<file path="src/rtl/shad_pkg.sv">
// Package for the slow HTTP attack detector: word types, flow-table types,
// register map, rule codes and shared constants. No dependencies.
`timescale 1ns / 1ps

package shad_pkg;

    // Flow table size, a power of two from 1 to 65536.
    localparam int FLOW_SLOTS = 256;
    localparam int SLOT_W     = (FLOW_SLOTS > 1) ? $clog2(FLOW_SLOTS) : 1;

    localparam int Q_DEPTH    = 4;
    localparam int Q_PTR_W    = $clog2(Q_DEPTH);
    localparam int Q_CNT_W    = $clog2(Q_DEPTH + 1);

    localparam int PADDR_W    = 5;
    localparam int PDATA_W    = 32;

    localparam logic [7:0]  TCP_PROTOCOL = 8'd6;
    localparam logic [7:0]  CHAR_CR      = 8'h0D;
    localparam logic [7:0]  CHAR_LF      = 8'h0A;
    localparam logic [2:0]  TERM_MATCH   = 3'd4;
    localparam logic [19:0] US_PER_SEC   = 20'd1000000;

    localparam logic [15:0] RST_WEB_PORT    = 16'd80;
    localparam logic [15:0] RST_SECURE_PORT = 16'd443;
    localparam logic [31:0] RST_TIMEOUT_US  = 32'd30000000;
    localparam logic [19:0] RST_MIN_RATE    = 20'd100;
    localparam logic [15:0] RST_ZW_MIN_PKTS = 16'd5;

    typedef enum logic {
        OP_HEADER  = 1'b0,
        OP_PAYLOAD = 1'b1
    } t_op_code;

    typedef enum logic [1:0] {
        RULE_NONE           = 2'd0,
        RULE_HEADER_TIMEOUT = 2'd1,
        RULE_LOW_RATE       = 2'd2,
        RULE_ZERO_WINDOW    = 2'd3
    } t_rule;

    typedef enum logic [2:0] {
        REG_WEB_PORT    = 3'd0,
        REG_SECURE_PORT = 3'd1,
        REG_TIMEOUT_US  = 3'd2,
        REG_MIN_RATE    = 3'd3,
        REG_ZW_MIN_PKTS = 3'd4
    } t_reg_idx;

    typedef struct packed {
        logic        operation;
        logic [7:0]  flow_index;
        logic [7:0]  ip_protocol;
        logic [15:0] destination_port;
        logic        syn_flag;
        logic        ack_flag;
        logic [15:0] payload_length;
        logic [15:0] window_size;
        logic [31:0] flow_packet_count;
        logic [47:0] time_us;
        logic [7:0]  payload_byte;
    } t_in_word;

    typedef struct packed {
        logic [7:0] flow_slot;
        logic       attack_detected;
        logic [1:0] rule_hit;
    } t_out_word;

    typedef struct packed {
        logic [15:0] web_port;
        logic [15:0] secure_web_port;
        logic [31:0] header_timeout_us;
        logic [19:0] min_rate_bytes_per_sec;
        logic [15:0] zero_window_min_packets;
    } t_cfg;

    // One flow-table operation handed from the front end to the back end.
    typedef struct packed {
        logic [7:0]  flow_index;
        logic        wr;          // header of an analysed packet
        logic        restart;     // SYN without ACK
        logic [15:0] add_len;
        logic        set_done;    // terminator seen
        logic        emit;        // last item of the packet
        logic        analysed;    // verdict rules apply
        logic [47:0] time_us;
        logic        window_zero;
        logic [31:0] packet_count;
    } t_flow_op;

    typedef struct packed {
        logic [47:0] start_time;
        logic [31:0] byte_total;
    } t_flow_entry;

    function automatic logic [SLOT_W-1:0] slot_of(input logic [7:0] idx);
        logic [16:0] wide;
        wide = {9'b0, idx} & 17'(FLOW_SLOTS - 1);
        return wide[SLOT_W-1:0];
    endfunction

endpackage

</file>
<file path="src/rtl/shad_regs.sv">
// Configuration registers behind the APB-style port.
// Depends on shad_pkg.
`timescale 1ns / 1ps

module shad_regs import shad_pkg::*; (
    input  logic               i_clk,
    input  logic               i_rst_n,
    input  logic               psel,
    input  logic               penable,
    input  logic               pwrite,
    input  logic [PADDR_W-1:0] paddr,
    input  logic [PDATA_W-1:0] pwdata,
    output logic [PDATA_W-1:0] prdata,
    output logic               pready,
    output t_cfg               o_cfg
);

    t_cfg     r_cfg;
    t_reg_idx reg_idx;
    logic     wr_en;

    assign reg_idx = t_reg_idx'(paddr[PADDR_W-1:2]);
    assign pready  = 1'b1;
    assign wr_en   = psel && penable && pwrite && pready;
    assign o_cfg   = r_cfg;

    always_ff @(posedge i_clk) begin
        if (!i_rst_n) begin
            r_cfg.web_port                <= RST_WEB_PORT;
            r_cfg.secure_web_port         <= RST_SECURE_PORT;
            r_cfg.header_timeout_us       <= RST_TIMEOUT_US;
            r_cfg.min_rate_bytes_per_sec  <= RST_MIN_RATE;
            r_cfg.zero_window_min_packets <= RST_ZW_MIN_PKTS;
        end else if (wr_en) begin
            case (reg_idx)
                REG_WEB_PORT:    r_cfg.web_port                <= pwdata[15:0];
                REG_SECURE_PORT: r_cfg.secure_web_port         <= pwdata[15:0];
                REG_TIMEOUT_US:  r_cfg.header_timeout_us       <= pwdata[31:0];
                REG_MIN_RATE:    r_cfg.min_rate_bytes_per_sec  <= pwdata[19:0];
                REG_ZW_MIN_PKTS: r_cfg.zero_window_min_packets <= pwdata[15:0];
                default: ;
            endcase
        end
    end

    always_comb begin
        case (reg_idx)
            REG_WEB_PORT:    prdata = {16'b0, r_cfg.web_port};
            REG_SECURE_PORT: prdata = {16'b0, r_cfg.secure_web_port};
            REG_TIMEOUT_US:  prdata = r_cfg.header_timeout_us;
            REG_MIN_RATE:    prdata = {12'b0, r_cfg.min_rate_bytes_per_sec};
            REG_ZW_MIN_PKTS: prdata = {16'b0, r_cfg.zero_window_min_packets};
            default:         prdata = '0;
        endcase
    end

endmodule

</file>
<file path="config.mk">
export PLATFORM = sky130hd
export DESIGN_NAME = shad_regs
export DESIGN_NICKNAME = d
export VERILOG_FILES = /design/src/rtl/shad_pkg.sv /design/src/rtl/shad_regs.sv
export SDC_FILE = /design/constraint.sdc
export NUM_CORES = 1
export LEC_CHECK = 0
export ABC_AREA = 1
export BUFFER_PORTS_ARGS = -buffer_cell sky130_fd_sc_hd__buf_2
export CAP_MARGIN = 0
export CORE_MARGIN = 5
export CORE_UTILIZATION = 40
export DETAILED_ROUTE_END_ITERATION = 10
export PLACE_DENSITY = 0.69
export REMOVE_ABC_BUFFERS = 1
export SLEW_MARGIN = 20
export SYNTH_ARGS = -nofsm -noshare
export SYNTH_HDL_FRONTEND = slang
export SYNTH_SLANG_ARGS = --single-unit
</file>
<file path="constraint.sdc">
create_clock -name i_clk -period 1.25 [get_ports i_clk]
set_clock_uncertainty 0.05 [all_clocks]
set_input_delay 0.1875 -clock i_clk [delete_from_list [all_inputs] [get_ports i_clk]]
set_output_delay 0.1875 -clock i_clk [all_outputs]
set_load 0.01 [all_outputs]
</file>
==> results of run 1 <==
worst max-delay path: stages, from the launching register on:
cell,delay [ns]
dfxtp_2,0.32
nand4_1,0.09
nand2_1,0.06
nor2_1,0.11
nand2_1,0.06
buf_2,0.14
worst paths after layout:
path / from / to / slack (ns)
max reg2reg: o_cfg[39]$_SDFFE_PN0P_ / o_cfg[39]$_SDFFE_PN0P_ / 0.39
min: pwdata[15] / o_cfg[51]$_SDFFE_PN1P_ / 0.02
min reg2reg: o_cfg[60]$_SDFFE_PN1P_ / o_cfg[60]$_SDFFE_PN1P_ / 0.41
max: o_cfg[28]$_SDFFE_PN0P_ / prdata[12] / -0.1
final cells by class:
class,instances,area share
Multi-Input combinational cell,568,0.3434
Timing Repair Buffer,289,0.2896
Sequential cell,100,0.2742
Inverter,61,0.03240
Clock buffer,11,0.03059
Tap cell,147,0.02418
Clock inverter,3,0.005263
Antenna cell,1,0.0003289
cells in the mapped netlist (all sizes together):
cell / count / area [um^2]
nand2: 233 / 879.6
nor2: 197 / 787.0
nand3: 112 / 583.1
dfxtp: 100 / 2002
inv: 60 / 225.2
buf: 36 / 211.5
nand4: 25 / 156.4
clkbuf: 14 / 52.55
clkinv: 1 / 3.750
conb: 1 / 3.750
per-stage QoR:
step	cell area, um^2	setup WS [ns]	hold WS (ns)
2_1_floorplan	4641	-1.187	0.2217
3_3_place_gp	6351	-0.1608	0.3486
3_5_place_dp	6351	-0.1739	0.3528
4_1_cts	7238	-0.1269	0.008862
5_1_grt	7607	-0.1604	0.02918
6_report	7607	-0.09986	0.02196
repair_timing:
action                     4_1_cts  5_1_grt
cloned                           3        0
hold buffers                     3        0
buffers inserted                38       15
pin swaps                       28       43
setup endpoints to repair       32       32
resized for setup               78       90
hold endpoints to repair         3        0
power by group through the flow:
stage / logic, W / registers (W) / clock network (W)
6_report: 0.000996 / 0.00326 / 0.00269
5_1_grt: 0.00108 / 0.00326 / 0.00290
4_1_cts: 0.000950 / 0.00326 / 0.00274
3_5_place_dp: 0.000809 / 0.00333 / 0
3_3_place_gp: 0.000808 / 0.00333 / 0
2_1_floorplan: 0.000320 / 0.00335 / 0
logic make-up (layout without fill, tap and decap cells):
logic type    count (synthesis)  count (layout)  share of synthesized area
simple gates                567             567                     0.4906
other cells                   1               2                  0.0007646
flops                       100             100                     0.4082
buf+inv                     111             364                     0.1005
layer usage:
| layer | GRT usage | wire length, um | vias to the layer above | part of all wire |
|---|---|---|---|---|
| met3 | 0.06080 | 1595 | 34 | 0.090 |
| met5 | 0 | 0 | - | 0 |
| met4 | 0.08074 | 428 | 0 | 0.024 |
| met2 | 0.3709 | 8241 | 265 | 0.46 |
| met1 | 0.2988 | 7530 | 2592 | 0.42 |
| li1 | - | - | 2913 | - |
==> summary.md, run 1 <==
| Metric | Value |
|---|---|
| Result of the run | `complete, but fails checks` |
| Failing checks | `negative setup slack` |
| First-pass GRT wire length | `26640 um` |
| Number of filler instances in the final layout | `1058` |
| Worst endpoint data arrival time | `1.11 ns` |
| Number of instances on the worst hold path | `3` |
| Die width | `120.7 um` |
| Synth cell types | `19` |
| Count of routing violations after the opening detailed-route iteration | `459` |
| Most frequent standard cell in the layout excluding fill and tap cells | `nand2_1` |
| Non-filler cells, final | `1180` |
| Post-DP HPWL | `11580 um` |
| Share of the yosys chip area belonging to registers | `0.4082` |
| Area of the mapped netlist | `4905 um^2` |
| Final period utilization | `1.080` |
| Warnings, synthesis | `0` |
| Clock network fraction of total power | `0.387` |
| Count of input and output buffers | `171` |
| Req. time, crit path | `1.01 ns` |
| Area of the multi-input gates | `2613 um^2` |
| Area added between synthesis and finish | `55.10%` |
| TritonCTS clock tree | `done` |
| CTS H-tree depth | `3` |
| Power after layout | `0.006941 W` |
| Number of buffers on the longest clock path | `2` |
| Share of post-route cells with drive strength above 1 | `0.4050` |
| Hold violation total from the final report | `0` |
| Via count of the first global-routing pass | `5264` |
| Static Leak | `3.891 nW` |
| Number of CTS-inserted buffers | `9` |
| Maximum VDD drop | `495.9 uV` |
| Total Neg Setup Slack | `-1.376 ns` |
| Total net switching power | `0.001754 W` |
| Worst setup path category | `reg -> out` |
| Post-route ant nets | `0` |
| Clock insertion delay at the later pin of the skew report | `0.34 ns` |
| Type of the tightest min-delay check | `in -> reg` |
| Net count reported at finish | `1071` |
| Switch share | `0.2527` |
| Average size of a mapped cell | `6.296 um^2` |
| Total instance count after detailed placement | `1108` |
| Endpoint kind of the worst setup timing path | `output pin` |
| Worst setup SP type | `register` |
| Pin count of the biggest net entering global routing | `50` |
| Antenna violations before repair | `1` |
| Final Wtd Congestion | `0.8315` |
| Overall die height | `120.7 um` |
| Wire length reported by the detailed router | `17800 um` |
| Clk sinks | `100` |
| Register-to-Register Path Depth | `4` |
| Row Count | `40` |
| Synth Register Bits | `100` |
| Number of ports placed on the die boundary | `175` |
| Commonest non-fill, non-tap cells in the layout | `nand2_1, nor2_1, buf_2, nand3_1, buf_4` |
| Largest register FFs | `100` |
| Final Worst Setup Slack | `-0.09986 ns` |
| Die Outline Area | `14580 um^2` |
| Highest clock frequency the design can meet | `0.7408 GHz` |
| Part of the total power dissipated in combinational logic | `0.143` |
| Number of instances in the synthesized netlist | `779` |
| Via density | `4.919` |
| Clock-pin slew on the worst setup and hold paths | `0.06 ns` |
| Initial core utilization | `0.4083` |
| Area of all sequential standard cells | `2086 um^2` |
| Pwr Density | `912.5 nW/um^2` |
| Final setup vio count | `20` |
| Final design utilization | `0.6333` |
| DRC Markers | `0` |
| Drt pass-1 iters | `6` |
| Critical path peak fanout | `2` |
| Sequential power share | `0.470` |
| Vias after detailed routing | `5804` |
| Post-layout minimum cycle time | `1.350 ns` |
| Max-slew violations | `0` |
| Clock tree root driver cell | `clkbuf_16` |
| Core Region | `12010 um^2` |
| Wire length per cell | `15.08 um` |
| Power Internal | `0.005188 W` |
| Total of max-cap violations | `0` |
| Global route total overflow | `0` |
| GR Util All Layers | `0.2306` |
| RSZ-0062 raised after global routing | `true` |
Note: power is estimated with default switching activity, not from simulation.
==> run 2: changes to the inputs <==
GPL_TIMING_DRIVEN = 0   (was default)
==> summary.md, run 2 (synthesis gave the netlist of run 1 again) <==
| Metric | Value |
|---|---|
| Result of the run | `complete, but fails checks` |
| Failing checks | `negative setup slack` |
| Max-slew violations | `0 (unchanged)` |
| Launching instance or port of the critical path | `paddr[3]` |
| Highest clock frequency the design can meet | `0.7192 GHz (-2.9%)` |
| Number of buffers on the longest clock path | `2 (unchanged)` |
| Post-layout minimum cycle time | `1.390 ns (+0.04062 ns)` |
| Wire length per cell | `16.89 um (+12%)` |
| Area added between synthesis and finish | `56.25%` |
| Drt pass-1 iters | `5 (-1)` |
| Final antenna diode count | `0 (-1)` |
| Wire length reported by the detailed router | `19780 um (+11%)` |
| Pwr Density | `973.2 nW/um^2 (+6.7%)` |
| Vias after detailed routing | `5831 (+0.47%)` |
| Worst endpoint data arrival time | `1.15 ns (+0.04 ns)` |
| Row Count | `40 (unchanged)` |
| Worst setup SP type | `primary input` |
| Die Outline Area | `14580 um^2 (unchanged)` |
| Count of routing violations after the opening detailed-route iteration | `502 (+9.4%)` |
| Core Region | `12010 um^2 (unchanged)` |
| Static Leak | `3.883 nW (-0.21%)` |
| Slew @ Worst Pin | `0.5614 ns` |
| Worst hold start | `pwdata[16]` |
| Minimum setup slack after placement | `-1.676 ns (-1.502 ns)` |
| Endpoint kind of the worst setup timing path | `output pin` |
| Hold violation total from the final report | `0 (unchanged)` |
| TritonCTS clock tree | `done` |
| Overall die height | `120.7 um (unchanged)` |
| Total Neg Setup Slack | `-2.103 ns (-0.7275 ns)` |
| Number of CTS-inserted buffers | `9 (unchanged)` |
| Critical path peak fanout | `7 (+5)` |
| Final Worst Setup Slack | `-0.1405 ns (-0.04062 ns)` |
| Maximum VDD drop | `507.2 uV (+2.3%)` |
| Die width | `120.7 um (unchanged)` |
| RSZ-0062 raised after global routing | `true` |
| Post-route ant nets | `0 (unchanged)` |
| Post-DP HPWL | `10060 um (-13%)` |
| Net count reported at finish | `1061 (-0.93%)` |
| GR Util All Layers | `0.2610 (+0.03039)` |
| Number of ports placed on the die boundary | `175 (unchanged)` |
| Clock-pin slew on the worst setup and hold paths | `0.07 ns (about the same)` |
| Power after layout | `0.007458 W (+7.4%)` |
| Final Wtd Congestion | `0.7427 (-11%)` |
| Share of post-route cells with drive strength above 1 | `0.3789 (-0.02613)` |
| DRC Markers | `0 (unchanged)` |
| First-pass GRT wire length | `29320 um (+10%)` |
| Worst setup path category | `in -> out` |
| Final setup vio count | `23 (+15%)` |
| Clk sinks | `100 (unchanged)` |
| Clock insertion delay at the later pin of the skew report | `0.35 ns (about the same)` |
| Antenna violations before repair | `0 (-1)` |
| Via density | `4.980 (+1.2%)` |
| Startpoint of the most critical register-to-register path | `o_cfg[91]$_SDFFE_PN0P_` |
| Final period utilization | `1.112 (+0.03249)` |
| Count of input and output buffers | `171 (unchanged)` |
| Global route total overflow | `0 (unchanged)` |
| CTS H-tree depth | `3 (unchanged)` |
| Total of max-cap violations | `0 (unchanged)` |
| Via count of the first global-routing pass | `5367 (+2.0%)` |
| Req. time, crit path | `1.01 ns (about the same)` |
| Largest register FFs | `100 (unchanged)` |
| Commonest non-fill, non-tap cells in the layout | `nand2_1, nor2_1, buf_2, nand3_1, buf_4` |
| Pin count of the biggest net entering global routing | `57 (+14%)` |
| Clock tree root driver cell | `clkbuf_16` |
| Initial core utilization | `0.4083 (unchanged)` |
| Slew HR | `0.6248` |
| Type of the tightest min-delay check | `in -> reg` |
| Most frequent standard cell in the layout excluding fill and tap cells | `nand2_1` |
| Final design utilization | `0.6380 (+0.004688)` |
==> run 2: changes by cell type in the layout (fill, tap and decap cells not counted), sizes merged, moves of 2 or more <==
| cell | previous run | this run |
|---|---|---|
| buf | 286 | 268 |
| bufbuf | 0 | 2 |
| inv | 60 | 64 |
| nor2 | 197 | 200 |
==> run 2: final timing paths <==
kind | end | slack (ns) | cells past startpoint
setup / recovery | prdata[11] | -0.14 | 9
hold / removal | o_cfg[52]$_SDFFE_PN1P_ | 0.008 | 3
setup reg to reg | o_cfg[91]$_SDFFE_PN0P_ | 0.47 | 3
hold reg to reg | o_cfg[50]$_SDFFE_PN1P_ | 0.43 | 2
==> run 2: worst max-delay path, stage by stage <==
cell and delay [ns]:
buf_16 0.11, buf_4 0.14, nand2_8 0.05, nor2_4 0.12
buf_12 0.14, buf_12 0.12, nand2_1 0.05, nand2_1 0.08
buf_2 0.14
==> run 2: final cells by class <==
cell class                 count  area [um^2]
clock inverter                 4        72.57
clock buffer                  12        246.5
timing repair buffer         272         2121
fill                        1112         4348
timing repair inverter         4        35.03
sequential                   100         2057
inverter                      61        277.8
multi-input combinational    571         2670
tap                          147        183.9
==> run 2: layer usage <==
metal | part of all wire | track usage | vias to the layer above
met4 | 0.028 | 0.09632 | 0
met2 | 0.47 | 0.4401 | 245
met5 | 0 | 0 | -
li1 | - | - | 2905
met3 | 0.089 | 0.05192 | 40
met1 | 0.41 | 0.3299 | 2641
==> run 2: where the power goes <==
group | internal, W | leakage [nW] | switching (W)
logic | 0.000474 | 2.91 | 0.000632
registers | 0.00323 | 0.817 | 0.0000303
clock network | 0.00181 | 0.153 | 0.00128
total | 0.00551 | 3.88 | 0.00195
==> run 2: through the flow <==
step	cell area, um^2	std cells	hold WS, ns
global placement	5680	1047	0.3502
floorplan	4641	729	0.2217
detailed placement	5763	1051	0.3582
global route	7664	1171	0.01839
CTS	7296	1156	0.006094
finish	7664	1171	0.008375
==> run 2: timing repair <==
item | 4_1_cts | 5_1_grt
resized for setup | 106 | 53
setup buffers | 76 | 14
endpoints found under the setup margin | 132 | 72
hold buffers | 2 | 0
hold endpoints to repair | 2 | 0
cloned | 11 | 1
pin swaps | 48 | 17
