**src/rtl/shad_pkg.sv**
```systemverilog
// Package for the slow HTTP attack detector: word types, flow-table types,
// register map, rule codes and shared constants. No dependencies.
`timescale 1ns / 1ps

package shad_pkg;

    // Flow table size, a power of two from 1 to 65536.
    localparam int FLOW_SLOTS = 256;
    localparam int SLOT_W     = (FLOW_SLOTS > 1) ? $clog2(FLOW_SLOTS) : 1;

    localparam int Q_DEPTH    = 4;
    localparam int Q_PTR_W    = $clog2(Q_DEPTH);
    localparam int Q_CNT_W    = $clog2(Q_DEPTH + 1);

    localparam int PADDR_W    = 5;
    localparam int PDATA_W    = 32;

    localparam logic [7:0]  TCP_PROTOCOL = 8'd6;
    localparam logic [7:0]  CHAR_CR      = 8'h0D;
    localparam logic [7:0]  CHAR_LF      = 8'h0A;
    localparam logic [2:0]  TERM_MATCH   = 3'd4;
    localparam logic [19:0] US_PER_SEC   = 20'd1000000;

    localparam logic [15:0] RST_WEB_PORT    = 16'd80;
    localparam logic [15:0] RST_SECURE_PORT = 16'd443;
    localparam logic [31:0] RST_TIMEOUT_US  = 32'd30000000;
    localparam logic [19:0] RST_MIN_RATE    = 20'd100;
    localparam logic [15:0] RST_ZW_MIN_PKTS = 16'd5;

    typedef enum logic {
        OP_HEADER  = 1'b0,
        OP_PAYLOAD = 1'b1
    } t_op_code;

    typedef enum logic [1:0] {
        RULE_NONE           = 2'd0,
        RULE_HEADER_TIMEOUT = 2'd1,
        RULE_LOW_RATE       = 2'd2,
        RULE_ZERO_WINDOW    = 2'd3
    } t_rule;

    typedef enum logic [2:0] {
        REG_WEB_PORT    = 3'd0,
        REG_SECURE_PORT = 3'd1,
        REG_TIMEOUT_US  = 3'd2,
        REG_MIN_RATE    = 3'd3,
        REG_ZW_MIN_PKTS = 3'd4
    } t_reg_idx;

    typedef struct packed {
        logic        operation;
        logic [7:0]  flow_index;
        logic [7:0]  ip_protocol;
        logic [15:0] destination_port;
        logic        syn_flag;
        logic        ack_flag;
        logic [15:0] payload_length;
        logic [15:0] window_size;
        logic [31:0] flow_packet_count;
        logic [47:0] time_us;
        logic [7:0]  payload_byte;
    } t_in_word;

    typedef struct packed {
        logic [7:0] flow_slot;
        logic       attack_detected;
        logic [1:0] rule_hit;
    } t_out_word;

    typedef struct packed {
        logic [15:0] web_port;
        logic [15:0] secure_web_port;
        logic [31:0] header_timeout_us;
        logic [19:0] min_rate_bytes_per_sec;
        logic [15:0] zero_window_min_packets;
    } t_cfg;

    // One flow-table operation handed from the front end to the back end.
    typedef struct packed {
        logic [7:0]  flow_index;
        logic        wr;          // header of an analysed packet
        logic        restart;     // SYN without ACK
        logic [15:0] add_len;
        logic        set_done;    // terminator seen
        logic        emit;        // last item of the packet
        logic        analysed;    // verdict rules apply
        logic [47:0] time_us;
        logic        window_zero;
        logic [31:0] packet_count;
    } t_flow_op;

    typedef struct packed {
        logic [47:0] start_time;
        logic [31:0] byte_total;
    } t_flow_entry;

    function automatic logic [SLOT_W-1:0] slot_of(input logic [7:0] idx);
        logic [16:0] wide;
        wide = {9'b0, idx} & 17'(FLOW_SLOTS - 1);
        return wide[SLOT_W-1:0];
    endfunction

endpackage

```
**src/rtl/shad_front.sv**
```systemverilog
// Front end: classifies header words, tracks the open packet and scans
// payload bytes for CR LF CR LF. Emits flow-table operations. Depends on shad_pkg.
`timescale 1ns / 1ps

module shad_front import shad_pkg::*; (
    input  logic     i_clk,
    input  logic     i_rst_n,
    input  t_cfg     i_cfg,
    input  logic     i_accept,
    input  t_in_word i_data,
    output logic     o_push,
    output t_flow_op o_op
);

    logic [7:0]  r_slot,      n_slot;
    logic        r_analysed,  n_analysed;
    logic [15:0] r_remaining, n_remaining;
    logic [2:0]  r_progress,  n_progress;
    logic        r_wz,        n_wz;
    logic [31:0] r_count,     n_count;
    logic [47:0] r_time,      n_time;

    logic analysed;
    logic restart;
    logic want_cr;
    logic matched;

    always_comb begin
        n_slot      = r_slot;
        n_analysed  = r_analysed;
        n_remaining = r_remaining;
        n_progress  = r_progress;
        n_wz        = r_wz;
        n_count     = r_count;
        n_time      = r_time;
        o_push      = 1'b0;
        o_op        = '0;
        analysed    = (i_data.ip_protocol == TCP_PROTOCOL) &&
                      ((i_data.destination_port == i_cfg.web_port) ||
                       (i_data.destination_port == i_cfg.secure_web_port));
        restart     = i_data.syn_flag && !i_data.ack_flag;
        want_cr     = (r_progress == 3'd0) || (r_progress == 3'd2);
        matched     = want_cr ? (i_data.payload_byte == CHAR_CR)
                              : (i_data.payload_byte == CHAR_LF);

        if (i_accept) begin
            if (i_data.operation == OP_HEADER) begin
                n_slot      = i_data.flow_index;
                n_analysed  = analysed && !restart;
                n_remaining = i_data.payload_length;
                n_progress  = 3'd0;
                n_wz        = (i_data.window_size == 16'd0);
                n_count     = i_data.flow_packet_count;
                n_time      = i_data.time_us;

                o_op.flow_index   = i_data.flow_index;
                o_op.wr           = analysed;
                o_op.restart      = restart;
                o_op.add_len      = i_data.payload_length;
                o_op.emit         = (i_data.payload_length == 16'd0);
                o_op.analysed     = n_analysed;
                o_op.time_us      = i_data.time_us;
                o_op.window_zero  = n_wz;
                o_op.packet_count = i_data.flow_packet_count;
                o_push            = analysed || o_op.emit;
            end else if (r_remaining != 16'd0) begin
                n_remaining = r_remaining - 16'd1;
                if (r_analysed && (r_progress < TERM_MATCH)) begin
                    if (matched) begin
                        n_progress = r_progress + 3'd1;
                    end else begin
                        n_progress = (i_data.payload_byte == CHAR_CR) ? 3'd1 : 3'd0;
                    end
                end

                o_op.flow_index   = r_slot;
                o_op.set_done     = r_analysed && (r_progress < TERM_MATCH) &&
                                    (n_progress == TERM_MATCH);
                o_op.emit         = (r_remaining == 16'd1);
                o_op.analysed     = r_analysed;
                o_op.time_us      = r_time;
                o_op.window_zero  = r_wz;
                o_op.packet_count = r_count;
                o_push            = o_op.set_done || o_op.emit;
            end
        end
    end

    always_ff @(posedge i_clk) begin
        if (!i_rst_n) begin
            r_slot      <= '0;
            r_analysed  <= 1'b0;
            r_remaining <= '0;
            r_progress  <= '0;
            r_wz        <= 1'b0;
            r_count     <= '0;
            r_time      <= '0;
        end else begin
            r_slot      <= n_slot;
            r_analysed  <= n_analysed;
            r_remaining <= n_remaining;
            r_progress  <= n_progress;
            r_wz        <= n_wz;
            r_count     <= n_count;
            r_time      <= n_time;
        end
    end

endmodule

```
**config.mk**
```make
export PLATFORM = sky130hd
export DESIGN_NAME = shad_front
export DESIGN_NICKNAME = d
export VERILOG_FILES = /design/src/rtl/shad_pkg.sv /design/src/rtl/shad_front.sv
export SDC_FILE = /design/constraint.sdc
export NUM_CORES = 1
export LEC_CHECK = 0
export ABC_AREA = 1
export BUFFER_PORTS_ARGS = -buffer_cell sky130_fd_sc_hd__buf_2
export CAP_MARGIN = 20
export CORE_AREA = 4 4 142 144
export DETAILED_ROUTE_END_ITERATION = 10
export DIE_AREA = 0 0 146 148
export PLACE_DENSITY_LB_ADDON = 0.25
export SLEW_MARGIN = 20
export SYNTH_ARGS = -nofsm -noshare
export SYNTH_HDL_FRONTEND = slang
export SYNTH_SLANG_ARGS = --single-unit
```
**constraint.sdc**
```tcl
create_clock -name i_clk -period 5.4 [get_ports i_clk]
set_input_delay 1.08 -clock i_clk [delete_from_list [all_inputs] [get_ports i_clk]]
set_output_delay 1.08 -clock i_clk [all_outputs]
set_load 0.1 [all_outputs]
```
==> flow_metrics.env, run 1 <==
export IMPL_grt_pass1_wl_um=31200
export IMPL_fillers=2078
export IMPL_synth_top_area_share_pct=34.9
export IMPL_rsz0062_at_grt="no"
export IMPL_hold_start="r_count[30]$_SDFFE_PN0P_"
export IMPL_reg2reg_to="r_progress[1]$_SDFFE_PN0P_"
export IMPL_io_buffers=300
export IMPL_tightest_slew_ns=0.972
export IMPL_syn_area_um2=6260
export IMPL_insertion_delay_ns=0.34
export IMPL_synth_main_ff_cell="dfxtp_1"
export IMPL_die_y_um=148
export IMPL_synth_edff_count=0
export IMPL_clkTransAtPathRegs_ns=0.08
export IMPL_first_pass_iters=4
export IMPL_seqCellArea_um2=2180
export IMPL_post_route_min_period_ns=4.51
export IMPL_crit_type="input port to primary output"
export IMPL_yosys_warnings=0
export IMPL_cts_max_path_buffers=2
export IMPL_holdPathEnd="r_count[30]$_SDFFE_PN0P_"
export IMPL_cap_violations=0
export IMPL_fmax_ghz=0.222
export IMPL_numCtsBuffers=9
export IMPL_wl_um=19500
export IMPL_reg2reg_from="r_remaining[0]$_SDFFE_PN0P_"
export IMPL_worstPathArrival_ns=3.43
export IMPL_vias_per_cell=4.54
export IMPL_ioPinCount=369
export IMPL_grt_overflow=0
export IMPL_yosysSeqAreaShare_pct=34.9
export IMPL_start_util_pct=33.4
export IMPL_core_um2=18700
export IMPL_reg2reg_slack_ns=3.41
export IMPL_hold_depth=2
export IMPL_antenna_left=0
export IMPL_routedWlPerCell_um=12.4
export IMPL_ys_top_cells_by_area="dfxtp_1 (35%), nand2_1 (31%), a21oi_1 (8.0%), inv_1 (5.6%), nor2_1 (5.0%)"
export IMPL_yosysTopAreaCell="dfxtp_1"
export IMPL_cp_start_kind="input port"
export IMPL_r2r_cells=11
export IMPL_place_gp_congestion=0.833
export IMPL_syn_area_per_cell_um2=5.91
export IMPL_cts_tree="built"
export IMPL_grt_pass1_vias=6355
export IMPL_hold_violations=0
export IMPL_post_cts_buffers=0
export IMPL_rows=50
export IMPL_cts_root_buf="clkbuf_16"
export IMPL_die_x_um=146
export IMPL_cts_htree_levels=3
export IMPL_period_share_pct=83.5
export IMPL_multi_input_area_um2=3390
export IMPL_area_growth_pct=29.3
export IMPL_dp_hpwl_um=14500
export IMPL_holdCritPathClass="flop to flop"
export IMPL_drtIter0Drc=296
export IMPL_post_route_util_pct=43.2
export IMPL_leakage_nw=4.61
export IMPL_ys_seq_elements=109
export IMPL_layout_commonest_cell="nand2_1"
export IMPL_power_density_nw_per_um2=269
export IMPL_most_common_layout_cells="nand2_1 (522), buf_2 (300), dfxtp_1 (109)"
export IMPL_outcome="complete, no violations"
export IMPL_worst_ep_required_time_ns=4.32
export IMPL_cp_end_kind="primary output"
export IMPL_postSynthCellCount=1059
export IMPL_grt_start_max_net_pins=91
export IMPL_hold_buffers=0
export IMPL_grt_usage_pct=17.3
export IMPL_ys_types=34
export IMPL_fin_cells=1568
export IMPL_nets=1592
export IMPL_drive_gt1_share_pct=26.2
export IMPL_antenna_found_initial=0
export IMPL_syn_nets=1322
export IMPL_drc=0
export IMPL_antenna_cells=0
export IMPL_critPathMaxFanout=44
export IMPL_drv_slew=0
export IMPL_finalSetupTns_ns=0
export IMPL_fin_hold_ws_ns=0.464
export IMPL_cts_sinks=109
export IMPL_dpl_cell_count=1552
export IMPL_placed_cell_area_um2=7810
export IMPL_slew_headroom_pct=35.2
export IMPL_design_area_um2=8090
export IMPL_num_vias=7113
export IMPL_ys_async_sr_fraction_pct=0
export IMPL_ctsResizeCount=0
export IMPL_setup_viol=0
export IMPL_design_die_area_um2=21600
export IMPL_peakVddDrop_uv=161
export IMPL_fin_skew_ns=0.00740
[cells in the mapped netlist (2+ instances only)]
library cell    n
a21oi_1       100
a21oi_2         2
buf_1          12
buf_12          2
buf_2          12
buf_6          10
clkbuf_1       10
dfxtp_1       109
ha_1            5
inv_1          93
inv_2           8
nand2_1       522
nand2_2         5
nand3_1        18
nand3_2         3
nand4_1        10
nor2_1         83
nor2_2          4
nor3_1          6
nor4_1          5
o21ai_0        26
o22ai_1         2
[how the worst max path moves through the flow]
stage | start | end | slack [ns] | cells past startpoint
global placement | i_data[154] | o_push | 0.89 | 10
floorplan | i_accept | o_push | 1.12 | 8
detailed placement | i_data[154] | o_push | 0.85 | 10
finish | i_data[154] | o_push | 0.89 | 10
global route | i_data[154] | o_push | 0.64 | 10
CTS | i_data[154] | o_push | 0.85 | 10
[cell type report]
type,instances,area share [%]
Clock buffer,11,2.88
Tap cell,234,3.62
Sequential cell,109,27.0
Timing Repair Buffer,306,19.3
Clock inverter,5,0.541
Inverter,102,4.80
Multi-Input combinational cell,801,41.9
[per-layer routing]
metal,track usage [%],wire [um],up-vias
li1,-,-,3791
met3,4.41,1300,21
met4,4.47,274,0
met5,0,0,-
met1,21.2,8300,3084
met2,30.2,9600,217
[report_power, final]
group | leakage (nW) | internal (mW) | total, mW | switching, mW
clock network | 0.128 | 0.320 | 0.636 | 0.316
registers | 0.892 | 0.843 | 0.868 | 0.0243
logic | 3.59 | 0.157 | 0.673 | 0.515
[state kept, by name, indices dropped and copies added (netlist names)]
register     flops
r_analysed       1
r_count         32
r_progress       3
r_remaining     16
r_slot           8
r_time          48
r_wz             1
[cells by family after synthesis]
kind of cell	after synthesis	share of synthesized area (%)
simple gates	663	42.2
buf+inv	149	11.0
compound gates	132	10.8
flops	109	34.9
fa+ha+maj	5	1.00
xor+xnor	1	0.140
[worst max-delay path, cell delays in order]
cell	delay, ns
buf_2	0.23
inv_2	0.29
nand2_4	0.35
inv_2	0.45
buf_12	0.25
nand4_1	0.12
nand2_1	0.12
nor2_1	0.05
nand2_1	0.05
buf_2	0.42
[per-stage QoR]
stage          setup WS, ns  total power, mW
2_1_floorplan          1.12             1.40
3_3_place_gp          0.893             1.56
3_5_place_dp          0.852             1.56
4_1_cts               0.850             2.21
5_1_grt               0.643             2.29
6_report              0.894             2.18
(Power assumes the default switching activity.)
==> run 2: changes to the inputs <==
ABC_AREA = 0   (was 1)
CORE_AREA = 4 4 143 145   (was 4 4 142 144)
DIE_AREA = 0 0 147 149   (was 0 0 146 148)
clock period = 4.35 ns   (was 5.4 ns; I/O delays follow)
==> run 2 against run 1 <==
Wire length is 2.5% lower; critical path depth is 3 lower; sequential power increased by 24%; power up 34%; setup slack lost 0.16 ns; synthesized cell count is 20% lower; highest routed layer unchanged.
==> flow_metrics.env, run 2 <==
export IMPL_fmax_ghz=0.277
export IMPL_numCtsBuffers=9
export IMPL_pwr_share_comb_pct=35.5
export IMPL_yosysTopAreaCell="dfxtp_1"
export IMPL_rows=51
export IMPL_worstPathArrival_ns=2.74
export IMPL_crit_path_frequent_cell="buf_2"
export IMPL_intPower_mw=1.81
export IMPL_core_um2=19200
export IMPL_critPathMaxFanout=2
export IMPL_die_y_um=149
export IMPL_fin_ws_ns=0.738
export IMPL_leakage_nw=4.19
export IMPL_vias_per_cell=4.67
export IMPL_die_x_um=147
export IMPL_antenna_left=0
export IMPL_slowest_stage="a2111oi_0"
export IMPL_hold_violations=0
export IMPL_fin_skew_ns=0.00221
export IMPL_regMostFlops="r_time"
export IMPL_r2r_cells=7
export IMPL_drv_slew=0
export IMPL_ys_async_sr_fraction_pct=0
export IMPL_ioPinCount=369
export IMPL_power_share_clock_pct=27.5
export IMPL_cts_max_path_buffers=2
export IMPL_critPathMaxStageDelay_ns=0.59
export IMPL_period_share_pct=83.0
export IMPL_reg2reg_slack_ns=1.75
export IMPL_place_gp_congestion=0.827
export IMPL_routedWlPerCell_um=13.8
export IMPL_reg_top3="r_time: 48 flops, r_count: 32 flops, r_remaining: 16 flops"
export IMPL_synth_top_area_share_pct=38.2
export IMPL_dp_hpwl_um=13800
export IMPL_nets=1372
export IMPL_grt_pass1_vias=6014
export IMPL_power_density_nw_per_um2=321
export IMPL_synth_main_ff_cell="dfxtp_1"
export IMPL_ys_types=51
export IMPL_syn_area_per_cell_um2=6.78
export IMPL_area_growth_pct=59.6
export IMPL_antenna_found_initial=0
export IMPL_first_pass_iters=5
export IMPL_postSynthCellCount=842
export IMPL_grt_usage_pct=16.6
export IMPL_cap_violations=0
export IMPL_p_sw_mw=1.11
export IMPL_ys_top_cells_by_area="dfxtp_1 (38%), nand2_1 (25%), a21oi_1 (9.5%), xnor2_1 (4.9%), clkbuf_1 (2.6%)"
export IMPL_finalSetupTns_ns=0
export IMPL_drtIter0Drc=361
export IMPL_reg2reg_to="r_remaining[12]$_SDFFE_PN0P_"
export IMPL_hold_start="r_count[3]$_SDFFE_PN0P_"
export IMPL_p_total_mw=2.93
export IMPL_post_cts_buffers=0
export IMPL_cp_end_kind="primary output"
export IMPL_peakVddDrop_uv=194
export IMPL_design_die_area_um2=21900
export IMPL_cp_start_kind="input port"
export IMPL_drc=0
export IMPL_placement_setup_worst_slack_ns=0.851
export IMPL_worst_ep_required_time_ns=3.48
export IMPL_largest_reg_flops=48
export IMPL_cts_root_buf="clkbuf_16"
export IMPL_grt_start_max_net_pins=95
export IMPL_drive_gt1_share_pct=30.2
export IMPL_start_util_pct=29.7
export IMPL_syn_area_um2=5710
export IMPL_setup_viol=0
export IMPL_cts_sinks=109
export IMPL_hold_depth=2
export IMPL_pwr_share_seq_pct=37.0
export IMPL_clkTransAtPathRegs_ns=0.07
export IMPL_rsz0062_at_grt="no"
export IMPL_slew_headroom_pct=26.2
export IMPL_num_vias=6442
export IMPL_p_sw_share_pct=38.0
export IMPL_cts_htree_levels=3
export IMPL_path_cells="buf_2, nor4_1, nand2_1, a2111oi_0, nand4b_1, inv_1, buf_2"
export IMPL_crit_type="input port to primary output"
export IMPL_hold_buffers=0
export IMPL_reg2reg_from="r_remaining[0]$_SDFFE_PN0P_"
export IMPL_seqCellArea_um2=2180
export IMPL_post_route_min_period_ns=3.61
export IMPL_antenna_cells=0
export IMPL_startpoint="i_data[5]"
export IMPL_wl_um=19000
export IMPL_yosysSeqAreaShare_pct=38.2
export IMPL_outcome="complete, no violations"
export IMPL_holdCritPathClass="flop to flop"
export IMPL_syn_nets=1105
export IMPL_io_buffers=300
export IMPL_yosys_warnings=0
export IMPL_cts_tree="built"
export IMPL_cp_num_buf_inv=3
export IMPL_grt_pass1_wl_um=30200
export IMPL_layout_commonest_cell="nand2_1"
export IMPL_insertion_delay_ns=0.35
export IMPL_critical_path_top_delay_family="simple AND/OR/NAND/NOR gates"
export IMPL_holdPathEnd="r_count[3]$_SDFFE_PN0P_"
export IMPL_ys_seq_elements=109
export IMPL_tightest_slew_ns=1.11
export IMPL_fillers=1908
export IMPL_multi_input_area_um2=3270
export IMPL_most_common_layout_cells="nand2_1 (378), buf_2 (208), dfxtp_1 (109)"
export IMPL_synth_commonest_cells="nand2_1 (379), dfxtp_1 (109), a21oi_1 (108)"
export IMPL_synth_edff_count=0
export IMPL_post_synth_top_count_cell="nand2_1"
export IMPL_ctsResizeCount=0
export IMPL_grt_overflow=0
run 2: cell type report:
type | instances | share of cell area [%]
clock buffers | 10 | 2.62
multi-input cells | 668 | 35.9
flip-flops and latches | 109 | 24.0
inverters | 12 | 0.508
repair buffers | 309 | 32.8
well taps | 265 | 3.64
clock inverters | 6 | 0.522
run 2: power groups by stage:
stage / clock [mW] / combinational (mW) / sequential, mW
after floorplan: 0 / 0.663 / 1.10
after global placement: 0 / 1.04 / 1.10
after detailed placement: 0 / 1.04 / 1.10
after CTS: 0.844 / 1.05 / 1.08
after global routing: 0.882 / 1.10 / 1.09
final: 0.804 / 1.04 / 1.08
run 2: worst max path at each step:
stage / end / slack [ns] / cells after the start
2_1_floorplan: o_op[81] / 0.32 / 6
3_3_place_gp: o_op[83] / 0.85 / 7
3_5_place_dp: o_op[83] / 0.85 / 7
4_1_cts: o_push / 0.72 / 7
5_1_grt: o_push / 0.56 / 7
6_report: o_op[83] / 0.74 / 7
run 2: kinds of logic after synthesis:
group / Yosys count / share of synthesized area, %
multiplexers: 3 / 0.548
flip-flops: 109 / 38.2
AO/OA/AOI/OAI: 152 / 15.0
adder cells (fa/ha/maj): 5 / 1.10
XOR/XNOR: 32 / 4.91
AND/OR/NAND/NOR: 476 / 35.3
buffers and inverters: 65 / 4.89
run 2: tightest hold or removal path: cells and delay by family (launching register included):
| kind | cells | cell delay [ns] |
|---|---|---|
| AOI/OAI and AO/OA | 1 | 0.05 |
| DFF | 1 | 0.31 |
| and+or+nand+nor | 1 | 0.05 |
run 2: per-layer routing:
layer  vias up  routed length [um]  part of all wire [%]  GRT usage, %
met1      2899                8140                    43          21.1
met3        20                1690                   8.9          5.89
met4         0                 299                   1.6          5.08
met5         -                   0                     0             0
li1       3311                   -                     -             -
met2       212                8850                    47          26.7
run 2: per-stage QoR:
step           instance area (um^2)  hold slack, ns  std cells  util [%]
2_1_floorplan                  5710           0.437        842         -
3_3_place_gp                   8820           0.441       1363      45.9
3_5_place_dp                   8820           0.447       1363      45.9
4_1_cts                        9110           0.457       1379      47.4
5_1_grt                        9110           0.472       1379      47.4
6_report                       9110           0.455       1379      47.4
